## config.mk

```make
export PLATFORM = sky130hd
export DESIGN_NAME = dsaf_ram
export DESIGN_NICKNAME = d
export VERILOG_FILES = /design/src/rtl/dsaf_ram.sv
export SDC_FILE = /design/constraint.sdc
export NUM_CORES = 1
export LEC_CHECK = 0
export ABC_AREA = 1
export BUFFER_PORTS_ARGS = -buffer_cell sky130_fd_sc_hd__buf_2
export CAP_MARGIN = 20
export CORE_ASPECT_RATIO = 0.6
export CORE_UTILIZATION = 60
export DETAILED_ROUTE_END_ITERATION = 8
export PLACE_DENSITY = 0.76
export SYNTH_ARGS = -nofsm -noshare
export SYNTH_HDL_FRONTEND = slang
export SYNTH_SLANG_ARGS = --single-unit
```

## constraint.sdc

```tcl
create_clock -name clk -period 4.1 [get_ports clk]
set_clock_uncertainty 0.2 [all_clocks]
set_input_delay 0.41 -clock clk [delete_from_list [all_inputs] [get_ports clk]]
set_output_delay 0.41 -clock clk [all_outputs]
set_load 0.02 [all_outputs]
```

## src/rtl/dsaf_ram.sv

```systemverilog
// Generic single-write, single-read RAM with a registered read port.
`timescale 1ns / 1ps
module dsaf_ram #(
  parameter int WIDTH = 8,
  parameter int DEPTH = 64
) (
  input  logic                     clk,
  input  logic                     we,
  input  logic [$clog2(DEPTH)-1:0] waddr,
  input  logic [WIDTH-1:0]         wdata,
  input  logic [$clog2(DEPTH)-1:0] raddr,
  output logic [WIDTH-1:0]         rdata
);

  logic [WIDTH-1:0] mem [DEPTH];

  always_ff @(posedge clk) begin
    if (we) begin
      mem[waddr] <= wdata;
    end
    rdata <= mem[raddr];
  end

endmodule

```

=== Word level (Yosys, flattened, before mapping) ===
Memory sizes are Yosys's and may differ from the RTL's. A register that Yosys moved wholly into a read port is not among the register bits.
Cells that the tools add are included.

* Bits in writable memories: 512
* Bits of input ports: 22
* Logic and storage cells: 3
* Output and inout port bits: 8
* Register bits after elaboration: 0
* Memories: 1

* Mux-type cells: 2

{| class="wikitable"
|+ Memories
! name !! depth !! bits a word !! read ports !! clocked after memory_dff !! write ports !! RTL line !! RTL
|-
| mem || 64 || 8 || 1 || 1 || 1 || 15 || <nowiki>logic [WIDTH-1:0] mem [DEPTH];</nowiki>
|}

{| class="wikitable"
|+ Operators by type and width
! cell !! number
|-
| $mux 1 || 2
|}

=== Depth between registers and ports, before layout ===
* Depth in word-level cells: 2
* Gate-level depth with buffers: 12
* Depth with buffers taken out: 9

=== Worst setup path after synthesis ===
OpenSTA, ideal clock, no wires.

* Kind: input to register
* Start: input we
* End: memory mem[48][0], enable pin
* Path buffers: 1
* Cell stages on the path: 3
* Path slack: 1.724 ns
* Setup time: 0.395 ns
* Data arrival time: 1.781 ns
* Required time: 3.505 ns
* Cell sequence: clkbuf_1 nand4_1 nor4_1

* Cells in the longest elaborated chain, start to end: 2

{| class="wikitable"
|+ Ends and longest elaborated chain
! item !! RTL line !! RTL
|-
| start, declared || 8 || <nowiki>input logic we,</nowiki>
|-
| $mux 1 || 18 || <nowiki>if (we) begin</nowiki>
|-
| $mux 1 (implied by the code) || 19 || <nowiki>mem[waddr] <= wdata;</nowiki>
|-
| end, declared || 15 ||
|}

No other way between the ends.

=== Final worst setup path ===
* Start: input waddr[0]
* End: memory mem[20][6], enable pin

{| class="wikitable"
|+ RTL lines
! item !! RTL line !! RTL
|-
| start, declared || 9 || <nowiki>input logic [$clog2(DEPTH)-1:0] waddr,</nowiki>
|}

Straight into the memory's write port.

==> impl_metrics.ini <==
[outcome]
status = completed

[sta]
period_needed_ns = 2.40
slew_violations = 0
final-hold-violation-count = 0
period_share = 0.586
rsz0062_at_grt = no
tightest_slew_ns = 1.04
clock.fmax_mhz = 416
finalWorstSetupSlack_ns = 1.70
setup_viol = 0
slew_headroom = 0.306
timing.setup.tns_ns = 0

[placement]
pre_cts_ws_ns = 1.19
post-dp-hpwl_um = 30800
place_congestion = 0.933
numPortBuffers = 29
dp.cells = 2220

[synth]
yosysSeqAreaShare = 0.728
yosysUniqueCellTypes = 16
synth-xor-area-share = 0
synth_top_family_by_area = simple AND/OR/NAND/NOR gates
synth_area_um2 = 21300
synth_cells = 1805
yosys.area_share.adder = 0
syn_area_per_cell_um2 = 11.8
yosys_warnings = 0
synth_compound_area_frac = 0
synth-simple-area-share = 0.232
synth_seq_cells = 520
muxShareOfSynthArea = 0
synthesis.nets = 1827

[setup_path]
required_ns = 4.08
crit_type = input pin to flop
startpoint_type = input pin
ff2ff_setup_slack_ns = 2.43
crit_fanout = 9
endpoint_kind = flop
worstPathArrival_ns = 2.38

[clocking]
clkTransAtPathRegs_ns = 0.07
clock-sinks = 520
numCtsBuffers = 45
cts_resized = 0
cts_tree = yes
root_buffer = clkbuf_16
clockBufferDepth = 3
clk_latency_ns = 0.56
htree_levels = 2

[power_and_ir_drop]
switchingPower_mw = 2.43
switching_share = 0.223
clockPowerShare = 0.394
p_seq_frac = 0.542
intPower_mw = 8.45
ir_worst_vdd_uv = 429
p_per_area_nw_per_um2 = 472
leakagePower_nw = 8.26
power_frac_comb = 0.064

[routing]
post_drt_wl_per_cell_um = 22.6
ant_nets = 0
vias = 14000
vias_per_cell = 6.10
drt_wl_total_um = 52000
drt_first_iter_violations = 1856
drtPass1Iterations = 6
drc = 0

[floorplan]
die-area_um2 = 36300
die_w_um = 245
coreArea_um2 = 35000
rows = 53
floorplan.initialDensity = 0.609
ioPinCount = 30
die_h_um = 148

[grt]
grt_pass1_vias = 13100
grt_overflow = 0
antenna_found_initial = 2
grt_first_pass_wirelength_um = 78500
grt_max_degree = 197
track_usage = 0.291

[flow_run]
max_cap_viol_count = 0

[cells_and_area]
fillers = 2541
register_area_um2 = 15500
final_util = 0.658
area_growth_pct = 8.02
multi_input_area_um2 = 4950
nets = 1823
post_route_cells_drive_above_1_share = 0.0708
fin_cells = 2304

[hold_path]
hp-class = input pin to flop
[timing repair]
| action | 4_1_cts | 5_1_grt |
|---|---|---|
| hold buffers | 1 | 0 |
| buffers inserted | 0 | 0 |
| endpoints found under the hold margin | 3 | 0 |
[worst paths after layout]
check,start,end,cells after the start
worst min-delay path,raddr[4],rdata[7],4
worst min register to register,mem[52][1],rdata[1],8
worst max-delay path,waddr[0],mem[20][6],4
worst max register to register,mem[7][3],rdata[3],8
[power by group through the flow]
stage               clock network (mW)  logic [mW]  registers (mW)
floorplan                            0       0.413            6.02
global placement                     0       0.664            6.01
detailed placement                   0       0.679            6.01
CTS                               4.30       0.684            5.89
global route                      4.51       0.750            5.89
finish                            4.28       0.698            5.90
[cell usage in the layout (no fill, tap or decap)]
cell type      instances
nand3_1              439
buf_6                  1
inv_1                  9
nand4_1                9
nor4_1                 8
clkbuf_16             47
buf_12                 4
clkbuf_1               4
nand2_1              648
buf_4                 29
inv_2                  1
clkinv_1              12
clkinv_2               7
dlygate4sd3_1          1
inv_6                  3
nor2_1                56
clkinvlp_4             5
buf_2                 27
bufinv_16              5
edfxtp_1             512
inv_4                  1
diode_2                1
dfxtp_1                8
[layer usage]
| metal | global-route usage | up-vias | routed length [µm] |
|---|---|---|---|
| met2 | 0.428 | 915 | 22700 |
| met5 | 0 | - | 12 |
| met4 | 0.0689 | 2 | 1160 |
| met1 | 0.440 | 6696 | 21300 |
| li1 | - | 6339 | - |
| met3 | 0.0736 | 95 | 6740 |
[synthesized netlist by cell type]
cell type	number	share of area
nand2_1	648	0.11
edfxtp_1	512	0.72
nand3_1	439	0.10
nor2_1	56	0.0099
buf_2	37	0.0087
buf_6	35	0.018
clkbuf_1	15	0.0026
buf_4	14	0.0049
buf_1	10	0.0018
inv_1	10	0.0018
nand4_1	9	0.0026
dfxtp_1	8	0.0075
nor4_1	8	0.0023
buf_8	2	0.0014
inv_2	1	0.00018
inv_6	1	0.00041
[cell families after synthesis]
family / after synthesis
buf+inv: 125
flops: 520
simple gates: 1160
[flip-flops by register name (all words and copies together) (netlist names)]
signal / count
mem: 512
rdata: 8
[layout make-up]
type                    count  share of cell area
flip-flops and latches    520               0.674
repair buffers             62              0.0197
inverters                  12             0.00228
diodes                      1            0.000109
clock inverters            31              0.0124
well taps                 467              0.0253
clock buffers              51              0.0517
multi-input cells        1160               0.215
[metrics by stage]
stage	hold slack [ns]	power [mW]	cell area (µm²)
2_1_floorplan	0.309	6.43	21300
3_3_place_gp	0.558	6.67	21600
3_5_place_dp	0.569	6.69	21600
4_1_cts	0.138	10.9	23000
5_1_grt	0.177	11.2	23100
6_report	0.162	10.9	23100
[critical path: stages]
cell and delay, ns:
buf_2 0.15, inv_1 0.20, nand4_1 0.74, nor2_1 0.87
No activity file was read; power rests on OpenSTA's default activity.
